[src/sv/rpa_pkg.sv]
`timescale 1ns / 1ps
`default_nettype none
// ----------------------------------------------------------------------------
// rpa_pkg: shared types and codes of the reference-counted page allocator
// Request and result payloads, operation, status and register index codes.
// ----------------------------------------------------------------------------
package rpa_pkg;

    localparam int PAGE_W   = 10;
    localparam int OP_W     = 3;
    localparam int STATUS_W = 2;
    localparam int RCOUNT_W = 8;
    localparam int FREE_W   = 11;
    localparam int CFG_W    = 11;
    localparam int LIMIT_W  = 11;

    localparam logic [OP_W-1:0] OP_ALLOC = 3'd0;
    localparam logic [OP_W-1:0] OP_FREE  = 3'd1;
    localparam logic [OP_W-1:0] OP_INCR  = 3'd2;
    localparam logic [OP_W-1:0] OP_DECR  = 3'd3;
    localparam logic [OP_W-1:0] OP_QUERY = 3'd4;

    localparam logic [STATUS_W-1:0] ST_OK    = 2'd0;
    localparam logic [STATUS_W-1:0] ST_EMPTY = 2'd1;
    localparam logic [STATUS_W-1:0] ST_RANGE = 2'd2;
    localparam logic [STATUS_W-1:0] ST_FULL  = 2'd3;

    localparam logic CFG_FIRST_PAGE = 1'b0;
    localparam logic CFG_PAGE_LIMIT = 1'b1;

    typedef struct packed {
        logic [OP_W-1:0]   op;
        logic [PAGE_W-1:0] page;
    } t_in_req;

    typedef struct packed {
        logic [STATUS_W-1:0] status;
        logic [PAGE_W-1:0]   result_page;
        logic [RCOUNT_W-1:0] ref_count;
        logic [FREE_W-1:0]   free_pages;
        logic                pushed;
    } t_out_rsp;

    // Side effects of one operation on the two memories and the stack pointer.
    typedef struct packed {
        logic cnt_we;
        logic pop;
        logic push;
    } t_exec_ctl;

endpackage : rpa_pkg
`default_nettype wire

[src/sv/rpa_exec.sv]
`timescale 1ns / 1ps
`default_nettype none
// ----------------------------------------------------------------------------
// rpa_exec: operation logic of the page allocator
// Works out the result, the new count and the stack update of one request
// from the count and stack top read out of the memories.
// ----------------------------------------------------------------------------
module rpa_exec #(
    parameter int NUM_PAGES  = 1024,
    parameter int COUNT_BITS = 8
) (
    input  wire rpa_pkg::t_in_req                  i_req,
    input  wire logic [COUNT_BITS-1:0]             i_cnt,
    input  wire logic [rpa_pkg::PAGE_W-1:0]        i_top,
    input  wire logic [$clog2(NUM_PAGES+1)-1:0]    i_depth,
    input  wire logic [rpa_pkg::PAGE_W-1:0]        i_first_page,
    input  wire logic [rpa_pkg::LIMIT_W-1:0]       i_page_limit,
    output rpa_pkg::t_out_rsp                      o_rsp,
    output rpa_pkg::t_exec_ctl                     o_ctl,
    output logic [$clog2(NUM_PAGES)-1:0]           o_cnt_addr,
    output logic [COUNT_BITS-1:0]                  o_cnt_wdata,
    output logic [$clog2(NUM_PAGES+1)-1:0]         o_new_depth
);
    import rpa_pkg::*;

    localparam int ADDR_W  = $clog2(NUM_PAGES);
    localparam int DEPTH_W = $clog2(NUM_PAGES + 1);
    localparam logic [COUNT_BITS-1:0] COUNT_MAX = '1;
    localparam logic [COUNT_BITS-1:0] COUNT_ONE = COUNT_BITS'(1);

    logic [31:0]           w_pg_ext;
    logic [31:0]           w_top_ext;
    logic [31:0]           w_depth_ext;
    logic                  w_valid;
    logic                  w_room;
    logic [COUNT_BITS-1:0] w_c;
    logic [31:0]           w_cnt_ext;
    logic [31:0]           w_new_depth_ext;

    assign w_pg_ext    = 32'(i_req.page);
    assign w_top_ext   = 32'(i_top);
    assign w_depth_ext = 32'(i_depth);
    assign w_room      = w_depth_ext < 32'(NUM_PAGES);
    assign w_valid     = (i_req.page >= i_first_page)
                      && ({1'b0, i_req.page} < i_page_limit)
                      && (w_pg_ext < 32'(NUM_PAGES));

    always_comb begin
        o_rsp.status      = ST_OK;
        o_rsp.result_page = i_req.page;
        o_rsp.pushed      = 1'b0;
        o_ctl             = '0;
        o_cnt_addr        = w_pg_ext[ADDR_W-1:0];
        w_c               = i_cnt;
        w_cnt_ext         = '0;

        if (i_req.op == OP_ALLOC) begin
            if (i_depth == '0) begin
                o_rsp.status      = ST_EMPTY;
                o_rsp.result_page = '0;
            end else begin
                o_ctl.pop         = 1'b1;
                o_rsp.result_page = i_top;
                o_cnt_addr        = w_top_ext[ADDR_W-1:0];
                w_c               = COUNT_ONE;
                if (w_top_ext < 32'(NUM_PAGES)) begin
                    o_ctl.cnt_we = 1'b1;
                    w_cnt_ext    = 32'(w_c);
                end
            end
        end else if (!w_valid) begin
            o_rsp.status = ST_RANGE;
        end else begin
            o_ctl.cnt_we = 1'b1;
            case (i_req.op)
                OP_FREE: begin
                    if (i_cnt > COUNT_ONE) begin
                        w_c = i_cnt - COUNT_ONE;
                    end else if (w_room) begin
                        w_c          = '0;
                        o_ctl.push   = 1'b1;
                        o_rsp.pushed = 1'b1;
                    end else begin
                        o_rsp.status = ST_FULL;
                        o_ctl.cnt_we = 1'b0;
                    end
                end
                OP_INCR: begin
                    if (i_cnt != COUNT_MAX) begin
                        w_c = i_cnt + COUNT_ONE;
                    end
                end
                OP_DECR: begin
                    if (i_cnt > COUNT_ONE) begin
                        w_c = i_cnt - COUNT_ONE;
                    end else if (i_cnt == COUNT_ONE) begin
                        if (w_room) begin
                            w_c          = '0;
                            o_ctl.push   = 1'b1;
                            o_rsp.pushed = 1'b1;
                        end else begin
                            o_rsp.status = ST_FULL;
                            o_ctl.cnt_we = 1'b0;
                        end
                    end
                end
                default: begin
                    // Query and the unused codes leave the count as it is.
                    w_c = i_cnt;
                end
            endcase
            w_cnt_ext = 32'(w_c);
        end

        o_cnt_wdata     = w_c;
        o_rsp.ref_count = w_cnt_ext[RCOUNT_W-1:0];

        o_new_depth = i_depth;
        if (o_ctl.pop) begin
            o_new_depth = i_depth - DEPTH_W'(1);
        end else if (o_ctl.push) begin
            o_new_depth = i_depth + DEPTH_W'(1);
        end
        w_new_depth_ext  = 32'(o_new_depth);
        o_rsp.free_pages = w_new_depth_ext[FREE_W-1:0];
    end

endmodule : rpa_exec
`default_nettype wire

[config.mk]
export PLATFORM = sky130hd
export DESIGN_NAME = rpa_exec
export DESIGN_NICKNAME = d
export VERILOG_FILES = /design/src/sv/rpa_pkg.sv /design/src/sv/rpa_exec.sv
export SDC_FILE = /design/constraint.sdc
export NUM_CORES = 1
export LEC_CHECK = 0
export BUFFER_PORTS_ARGS = -buffer_cell sky130_fd_sc_hd__buf_4
export CORE_AREA = 2 2 69 71
export DETAILED_ROUTE_END_ITERATION = 12
export DIE_AREA = 0 0 71 73
export GPL_TIMING_DRIVEN = 0
export PLACE_DENSITY_LB_ADDON = 0.25
export RECOVER_POWER = 50
export SLEW_MARGIN = 15
export SYNTH_ARGS = -nofsm -noshare
export SYNTH_HDL_FRONTEND = slang
export SYNTH_SLANG_ARGS = --single-unit
[constraint.sdc]
create_clock -name vclk -period 4
set_input_delay 0.2 -clock vclk [all_inputs]
set_output_delay 0.2 -clock vclk [all_outputs]
set_load 0.02 [all_outputs]
==> metrics.md, run 1 <==
| Metric | Value |
|---|---|
| Status | `complete, no violations` |
| Critical Path Fanout Max | `10` |
| # rows | `25` |
| Post-synth top area cell | `ha_1` |
| Commonest non-fill, non-tap cell in the layout | `buf_4` |
| Area contributors post-synth | `ha_1, nand2_1, inv_1` |
| Die Y | `73 um` |
| Count of cell types in the netlist | `66` |
| I/O Pins | `127` |
| Initial antenna violation count | `0` |
| Power density over cell area | `133 mW/mm^2` |
| Final Hold Viols | `0` |
| Most frequent cells in the layout | `buf_4, nand2_1, clkbuf_1` |
| RSZ-0062 raised after global routing | `no` |
| Vias | `3087` |
| Hpwl dp | `6220 um` |
| Hold endpoint | `o_cnt_addr[5]` |
| Fillers | `470` |
| Max-cap violations | `0` |
| Via/cell ratio | `slightly below 6` |
| Drt drc | `0` |
| First-pass GRT wire length | `around 12000 um` |
| Post-DRT Antenna Nets | `0` |
| Crit path max-delay family | `buffers and inverters` |
| Post-Synthesis Cells | `roughly 350` |
| Total track usage | `27.1%` |
| Initial DRC Count | `264` |
| Layout cells sized above 1 | `25.8%` |
| Slew HR | `a little over two fifths` |
| Number of global-route vias before repair | `2561` |
| Startpoint types | `primary input` |
| Bufs and invs on worst path | `5` |
| Hold path depth | `4` |
| Routability cong. | `0.934` |
| Gr ovfl total | `0` |
| Die width | `71 um` |
| Min-Delay Path Class | `in -> out` |
| YS warnings | `0` |
| Post-synthesis cell area | `0.00218 mm^2` |
| Largest stage delay, worst path | `540 ps` |
| I/O Buffers | `119` |
| Critical path endpoint category | `output port` |
| Crit path cell chain | `clkbuf_1 > or4_1 > o41ai_1 > clkbuf_1 > clkbuf_1 > clkbuf_1 > o311ai_0 > buf_4` |
| Crit path time final | `3290 ps` |
| Peak supply drop | `0.0715 mV` |
| Largest net degree at the start of global routing | `11` |
| Die Area | `a little over 0.005 mm^2` |
| CLK BUF | `0` |
| Sequential cell area | `0 um^2` |
| Seq/Total Area, Yosys | `0%` |
| Static leakage | `1.49 nW` |
| Hold path startpoint | `i_top[5]` |
| P&R area growth vs syn | `38.9%` |
| WP data required | `around 3800 ps` |
| Final setup margin | `710 ps` |
| Drt total wl | `7700 um` |
| Setup Crit Path Kind | `in -> out` |
| Mapped Nets | `440` |
| WL/cell | `14.6 um` |
| Core area | `0.00454 mm^2` |
| Endpoints failing setup | `0` |
| Initial Util | `48.0%` |
| Actual slew at the worst max-slew pin | `a little under 900 ps` |
| Antenna fix cells | `0` |
| Seq cells | `0` |
| NumNets Final | `561` |
| Post-place setup slack | `892 ps` |
| CP Data Arrival Time | `slightly above 3000 ps` |
| Part of the cycle the worst path needs | `82.3%` |
| Post_cts resized | `0` |
| Cts hold-fix bufs | `0` |
| Most frequent CP cell | `clkbuf_1` |
| Mean post-synth cell area | `about 6 um^2` |
| Slowest-stage cell, CP | `or4_1` |
| F_max | `304 MHz` |
| Post-synth top area share | `13.8%` |
| Setup TNS | `0 ps` |
| DR pass1 iterations | `4` |
| Number of setup buffers added after CTS | `0` |
| Max-slew violations | `0` |
-- area by class of cell --
type | instances | area [um^2] | share of cell area (%)
multi-input cells | 288 | 1850 | 61.2
repair buffers | 119 | 807 | 26.7
plain buffers | 33 | 178 | 5.88
inverters | 32 | 120 | 3.97
well taps | 54 | 67.6 | 2.24
-- power by group --
group	internal, mW	switching [mW]	total, mW
registers	0	0	0
logic	0.164	0.237	0.401
clock network	0	0	0
-- synth_stat cells (all sizes together), types with 2 or more instances --
master / instances
and4: 2
a211o: 3
o2bb2ai: 2
o32ai: 2
nor4: 3
nand2: 59
or4: 6
o22ai: 2
inv: 32
nand3: 16
ha: 24
xnor2: 2
mux2i: 3
o211ai: 7
a21oi: 19
nand2b: 3
a31o: 3
a221oi: 3
and3: 5
o311ai: 3
a31oi: 9
o31ai: 5
a21o: 4
or3: 10
a211oi: 5
and2: 6
buf: 18
a311o: 2
a41o: 2
o21ai: 18
nor2: 24
nor2b: 2
o21a: 2
clkbuf: 15
nor3: 13
nand4: 5
-- how the worst max path moves through the flow --
stage                     startpoint              to  cells past startpoint
final                     i_depth[3]  o_cnt_wdata[0]                      8
after detailed placement    i_cnt[0]        o_rsp[4]                     12
after global routing        i_req[9]        o_ctl[2]                     10
after CTS                   i_cnt[0]        o_rsp[4]                     12
after floorplan             i_cnt[0]        o_rsp[7]                     10
after global placement      i_cnt[0]        o_rsp[4]                     12
-- logic make-up (layout without fill, tap and decap cells) --
group / count (synthesis) / after routing / synth area share (%)
simple gates: 159 / 159 / 36.6
xor+xnor: 2 / 2 / 0.805
buf+inv: 65 / 184 / 13.9
fa+ha+maj: 24 / 24 / 13.8
compound gates: 100 / 100 / 33.6
mux: 3 / 3 / 1.38
-- metrics by stage --
step / std cells / utilization [%] / area (um^2) / power (mW) / hold WS (ps)
6_report: 526 / 66.6 / 3020 / 0.401 / 708
5_1_grt: 526 / 66.6 / 3020 / 0.435 / 716
4_1_cts: 526 / 69.2 / 3140 / 0.416 / 706
3_5_place_dp: 526 / 69.2 / 3140 / 0.415 / 706
3_3_place_gp: 526 / 69.2 / 3140 / 0.408 / 703
2_1_floorplan: 353 / - / 2180 / 0.239 / 555
-- tightest hold or removal path, stage by stage --
cell and delay (ps):
buf_4 70, nand2_1 50, nand2_1 50, buf_4 130
-- layer usage --
layer  GRT usage (%)  part of all wire [%]  vias up
met5               0                     0        -
li1                -                     -     1530
met2            49.4                    50      131
met3            2.49                   7.3        4
met1            36.3                    43     1422
met4            1.47                  0.22        0
Note: power is estimated with default switching activity, not from simulation.
==> run 2, diff against run 1 <==
Settings changed: CORE_AREA 2 2 69 71 to 2 2 72 74, DIE_AREA 0 0 71 73 to 0 0 74 76.
Clock period 4 ns to 3.1 ns, I/O delays scaled along.
==> run 2 against run 1 <==
Effect of this change:
- die area is 8.5% higher
- cell area is 2.1% higher
- core utilization is 3.8 points lower
- cell count is 3.0% higher
- count of clock-buffer cells in the layout stayed put
- non-clock buffer count stayed put
- sequential cell count stayed put
- setup slack worse by 580 ps
- routed wire length is 4.4% lower
- first-iteration DRC count is 13% higher
- total power is 29% higher
- worst hold slack worse by 91 ps
- largest power group unchanged
==> metrics.md, run 2 (synthesis gave the netlist of run 1 again) <==
| Metric | Value |
|---|---|
| Comb pwr share | `100.0% (about the same)` |
| Critical Path Fanout Max | `9 (-1)` |
| # rows | `26 (+4.0%)` |
| Design Area, Final | `0.00309 mm^2 (+2.1%)` |
| I/O Pins | `127 (unchanged)` |
| Endpoints failing setup | `0 (unchanged)` |
| Gr ovfl total | `0 (unchanged)` |
| Clk network pwr share | `0% (unchanged)` |
| Placed cells | `542 (+3.0%)` |
| Number of global-route vias before repair | `2648 (+3.4%)` |
| Sequential power share | `0% (unchanged)` |
| Final setup margin | `133 ps (-577 ps)` |
| DR pass1 iterations | `5 (+1)` |
| Max-cap violations | `0 (unchanged)` |
| Setup TNS | `0 ps (unchanged)` |
| Largest net degree at the start of global routing | `11 (unchanged)` |
| Number of setup buffers added after CTS | `0 (unchanged)` |
| Power density over cell area | `168 mW/mm^2 (+27%)` |
| Via/cell ratio | `5.66 (-3.5%)` |
| GR Util met1 | `33.7% (-2.6 points)` |
| Initial Util | `44.3% (-3.7 points)` |
| WL/cell | `13.6 um (-7.2%)` |
| Total track usage | `24.9% (-2.2 points)` |
| Static leakage | `1.50 nW (+1.1%)` |
| Layout cells sized above 1 | `28.0% (+2.1 points)` |
| Drt drc | `0 (unchanged)` |
| Min-Delay Path Class | `in -> out` |
| Peak supply drop | `0.0842 mV (+18%)` |
| Max-slew violations | `0 (unchanged)` |
| Worst hold margin | `617 ps (-90.8 ps)` |
| I/O Buffers | `119 (unchanged)` |
| Sequential cell area | `0 um^2 (unchanged)` |
| Switching part of the total | `58.4% (-0.65 points)` |
| Cts hold-fix bufs | `0 (unchanged)` |
| Startpoint types | `primary input` |
| CP Data Arrival Time | `2810 ps (-280 ps)` |
| Status | `complete, no violations` |
| Commonest non-fill, non-tap cell in the layout | `buf_4` |
| GR peak layer | `met2` |
| Post-DRT Antenna Nets | `0 (unchanged)` |
| Slew HR | `52.7% (+11 points)` |
| NumNets Final | `561 (unchanged)` |
| Vias | `3070 (-0.55%)` |
| WP data required | `2940 ps (-860 ps)` |
| Part of the cycle the worst path needs | `95.7%` |
| Die Y | `76 um (+4.1%)` |
| Switch Pwr | `0.303 mW (+28%)` |
| F_max | `337 MHz` |
| GR Util met2 | `44.3% (-5.1 points)` |
| First-pass GRT wire length | `11900 um (+0.46%)` |
| Dpl cell area | `0.00316 mm^2 (+0.64%)` |
| Hpwl dp | `6010 um (-3.4%)` |
| RSZ-0062 raised after global routing | `no` |
| Setup Crit Path Kind | `in -> out` |
| P&R area growth vs syn | `41.8%` |
| Most frequent cells in the layout | `buf_4, nand2_1, clkbuf_1` |
| Fillers | `530 (+13%)` |
| Critical path endpoint category | `output port` |
| Power Internal | `0.216 mW (+31%)` |
| Global routing met3 resource utilization | `1.06% (-1.4 points)` |
| Initial DRC Count | `298 (+13%)` |
| Core area | `0.00491 mm^2 (+8.3%)` |
| Initial antenna violation count | `0 (unchanged)` |
| Routability cong. | `1.01 (+8.2%)` |
| CLK BUF | `0 (unchanged)` |
| Crit path time final | `between 2000 and 3000 ps` |
| Die Area | `0.00562 mm^2 (+8.5%)` |
| Actual slew at the worst max-slew pin | `704 ps (-160 ps)` |
| Post-place setup slack | `113 ps (-779 ps)` |
| Drt total wl | `7360 um (-4.4%)` |
| Die width | `74 um (+4.2%)` |
| Seq cells | `0 (unchanged)` |
| Finished Layout Cells | `542 (+3.0%)` |
| Post_cts resized | `0 (unchanged)` |
| Antenna fix cells | `0 (unchanged)` |
| Final Hold Viols | `0 (unchanged)` |
## run 2: power by group through the flow
stage,clock network [mW],registers (mW),logic [mW]
floorplan,0,0,0.308
global placement,0,0,0.526
detailed placement,0,0,0.531
CTS,0,0,0.533
global route,0,0,0.566
finish,0,0,0.519
## run 2: final timing paths
kind / startpoint / endpoint / slack (ps) / cells past startpoint
max: i_cnt[0] / o_rsp[6] / 130 / 12
min: i_top[3] / o_cnt_addr[3] / 620 / 4
## run 2: per-stage QoR
stage	total power [mW]	util [%]
after global routing	0.566	62.8
after detailed placement	0.531	64.3
after CTS	0.533	64.3
after floorplan	0.308	-
final	0.519	62.8
after global placement	0.526	64.3
## run 2: worst max-delay path, stage by stage
cell and delay (ps):
buf_4 120, clkbuf_1 180, inv_1 100, ha_2 220, nor2_1 100, or4_4 560
a211o_4 370, a21oi_4 210, nand2_4 110, a311o_1 400, buf_4 140, buf_4 140
## run 2: final cells by class
| type | instances | area, um^2 | share of cell area, % |
|---|---|---|---|
| Tap cell | 70 | 87.6 | 2.84 |
| Buffer | 33 | 180 | 5.84 |
| Timing Repair Buffer | 119 | 813 | 26.4 |
| Inverter | 32 | 120 | 3.89 |
| Multi-Input combinational cell | 288 | 1880 | 61.1 |
## run 2: routing by layer
| metal | vias up | wire length [um] |
|---|---|---|
| li1 | 1521 | - |
| met1 | 1417 | 3180 |
| met2 | 128 | 3640 |
| met3 | 4 | 509 |
| met4 | 0 | 29 |
| met5 | - | 0 |
==> run 3, diff against run 2 <==
Settings changed: PLACE_DENSITY set to 0.94, PLACE_DENSITY_LB_ADDON 0.25 to unset, SLEW_MARGIN 15 to unset.
==> run 3 against run 2 <==
Effect of this change:
- sequential cell count is the same
- setup slack lost 28 ps
- fmax shrank 0.93%
- core utilization grew 0.25 points
- total power grew 2.3%
- via count grew 3.3%
- global-route usage grew 2.1 points
- die area is the same
- first-iteration DRC count shrank 22%
==> metrics.md, run 3 (synthesis gave the netlist of run 1 again) <==
| Metric | Value |
|---|---|
| Crit path capture | `o_rsp[4]` |
| Endpoints failing setup | `0 (unchanged)` |
| Total track usage | `27.0% (+2.1 points)` |
| Commonest non-fill, non-tap cell in the layout | `buf_4` |
| Max-slew violations | `0 (unchanged)` |
| GR Util met1 | `35.5% (+1.8 points)` |
| Initial antenna violation count | `0 (unchanged)` |
| Die Y | `76 um (unchanged)` |
| P&R area growth vs syn | `42.4%` |
| I/O Pins | `127 (unchanged)` |
| Max-cap violations | `0 (unchanged)` |
| Via/cell ratio | `5.85 (+3.3%)` |
| GR Util met2 | `47.5% (+3.2 points)` |
| Setup TNS | `0 ps (unchanged)` |
| Peak supply drop | `0.0716 mV (-15%)` |
| Layout cells sized above 1 | `28.2% (+0.21 points)` |
| Initial Util | `44.3% (unchanged)` |
| Die Area | `0.00562 mm^2 (unchanged)` |
| Vias | `3171 (+3.3%)` |
| Seq cells | `0 (unchanged)` |
| Hpwl dp | `6500 um (+8.2%)` |
| Status | `complete, no violations` |
| Initial DRC Count | `233 (-22%)` |
| CP Data Arrival Time | `2840 ps (+30 ps)` |
| Final setup margin | `105 ps (-27.8 ps)` |
| NumNets Final | `561 (unchanged)` |
| Die width | `74 um (unchanged)` |
| Most frequent cells in the layout | `buf_4, nand2_1, clkbuf_1` |
| First-pass GRT wire length | `12900 um (+8.0%)` |
| Critical Path Fanout Max | `9 (unchanged)` |
| # rows | `26 (unchanged)` |
| RSZ-0062 raised after global routing | `no` |
| GR peak layer | `met2` |
| Post-DRT Antenna Nets | `0 (unchanged)` |
| F_max | `334 MHz (-0.93%)` |
| Largest net degree at the start of global routing | `11 (unchanged)` |
| WP data required | `2940 ps (about the same)` |
| Drt drc | `0 (unchanged)` |
| Slew HR | `41.9% (-11 points)` |
| Min-Delay Path Class | `in -> out` |
| Part of the cycle the worst path needs | `96.6% (+0.90 points)` |
| Static leakage | `1.50 nW (about the same)` |
| Global routing met3 resource utilization | `1.72% (+0.66 points)` |
| Number of global-route vias before repair | `2876 (+8.6%)` |
| WL/cell | `14.9 um (+9.8%)` |
| Critical path endpoint category | `output port` |
| Number of setup buffers added after CTS | `0 (unchanged)` |
| I/O Buffers | `119 (unchanged)` |
| Final Hold Viols | `0 (unchanged)` |
| CLK BUF | `0 (unchanged)` |
| Crit path from | `i_cnt[0]` |
| Post-place setup slack | `80.4 ps (-32.1 ps)` |
| Actual slew at the worst max-slew pin | `865 ps (+160 ps)` |
| Sequential cell area | `0 um^2 (unchanged)` |
| Post-Route Utilization | `63.1% (+0.25 points)` |
| Gr ovfl total | `0 (unchanged)` |
| Drt total wl | `8080 um (+9.8%)` |
| Crit path time final | `2990 ps (+27.8 ps)` |
| Setup Crit Path Kind | `in -> out` |
| Routability cong. | `0.936 (-7.3%)` |
| Core area | `0.00491 mm^2 (unchanged)` |
| DR pass1 iterations | `5 (unchanged)` |
| Antenna fix cells | `0 (unchanged)` |
| Startpoint types | `primary input` |
| Power density over cell area | `171 mW/mm^2 (+1.8%)` |
==> run 3: stage by stage <==
| stage | std cells | area, um^2 | hold slack [ps] | power [mW] |
|---|---|---|---|---|
| CTS | 542 | 3160 | 617 | 0.538 |
| global placement | 542 | 3160 | 613 | 0.526 |
| global route | 542 | 3100 | 631 | 0.573 |
| detailed placement | 542 | 3160 | 617 | 0.537 |
| finish | 542 | 3100 | 619 | 0.530 |
| floorplan | 353 | 2180 | 465 | 0.308 |
==> run 3: what timing repair did <==
action                     in CTS  in global routing
hold buffers                    0                  0
resized for setup               0                  4
setup endpoints to repair       0                  6
==> run 3: layout make-up <==
cell class / count / area [um^2]
buffer: 33 / 180
fill: 493 / 1810
inverter: 32 / 120
multi-input combinational: 288 / 1900
tap: 70 / 87.6
timing repair buffer: 119 / 812
==> run 3: per-layer routing <==
metal  wire [um]  vias up
li1            -     1527
met2        3960      170
met5           0        -
met4         135        0
met3         550       21
met1        3440     1453
==> run 3: critical path, stage by stage <==
cell	delay, ps
buf_4	120
clkbuf_1	170
inv_1	100
ha_2	240
nor2_1	100
or4_4	550
a211o_4	370
a21oi_4	230
nand2_4	120
o311ai_1	390
buf_4	170
buf_4	130
==> run 3: report_power, final <==
part	internal [mW]	total [mW]	leakage [nW]	switching [mW]
registers	0	0	0	0
logic	0.217	0.530	1.50	0.313
clock network	0	0	0	0
total	0.217	0.530	1.50	0.313
==> run 3: worst min path at each step <==
stage,from,slack (ps),end,depth (start not counted)
2_1_floorplan,i_depth[0],460,o_new_depth[0],1
3_3_place_gp,i_top[6],610,o_rsp[26],4
3_5_place_dp,i_top[5],620,o_cnt_addr[5],4
4_1_cts,i_top[6],620,o_rsp[26],4
5_1_grt,i_top[4],630,o_cnt_addr[4],4
6_report,i_top[8],620,o_cnt_addr[8],4
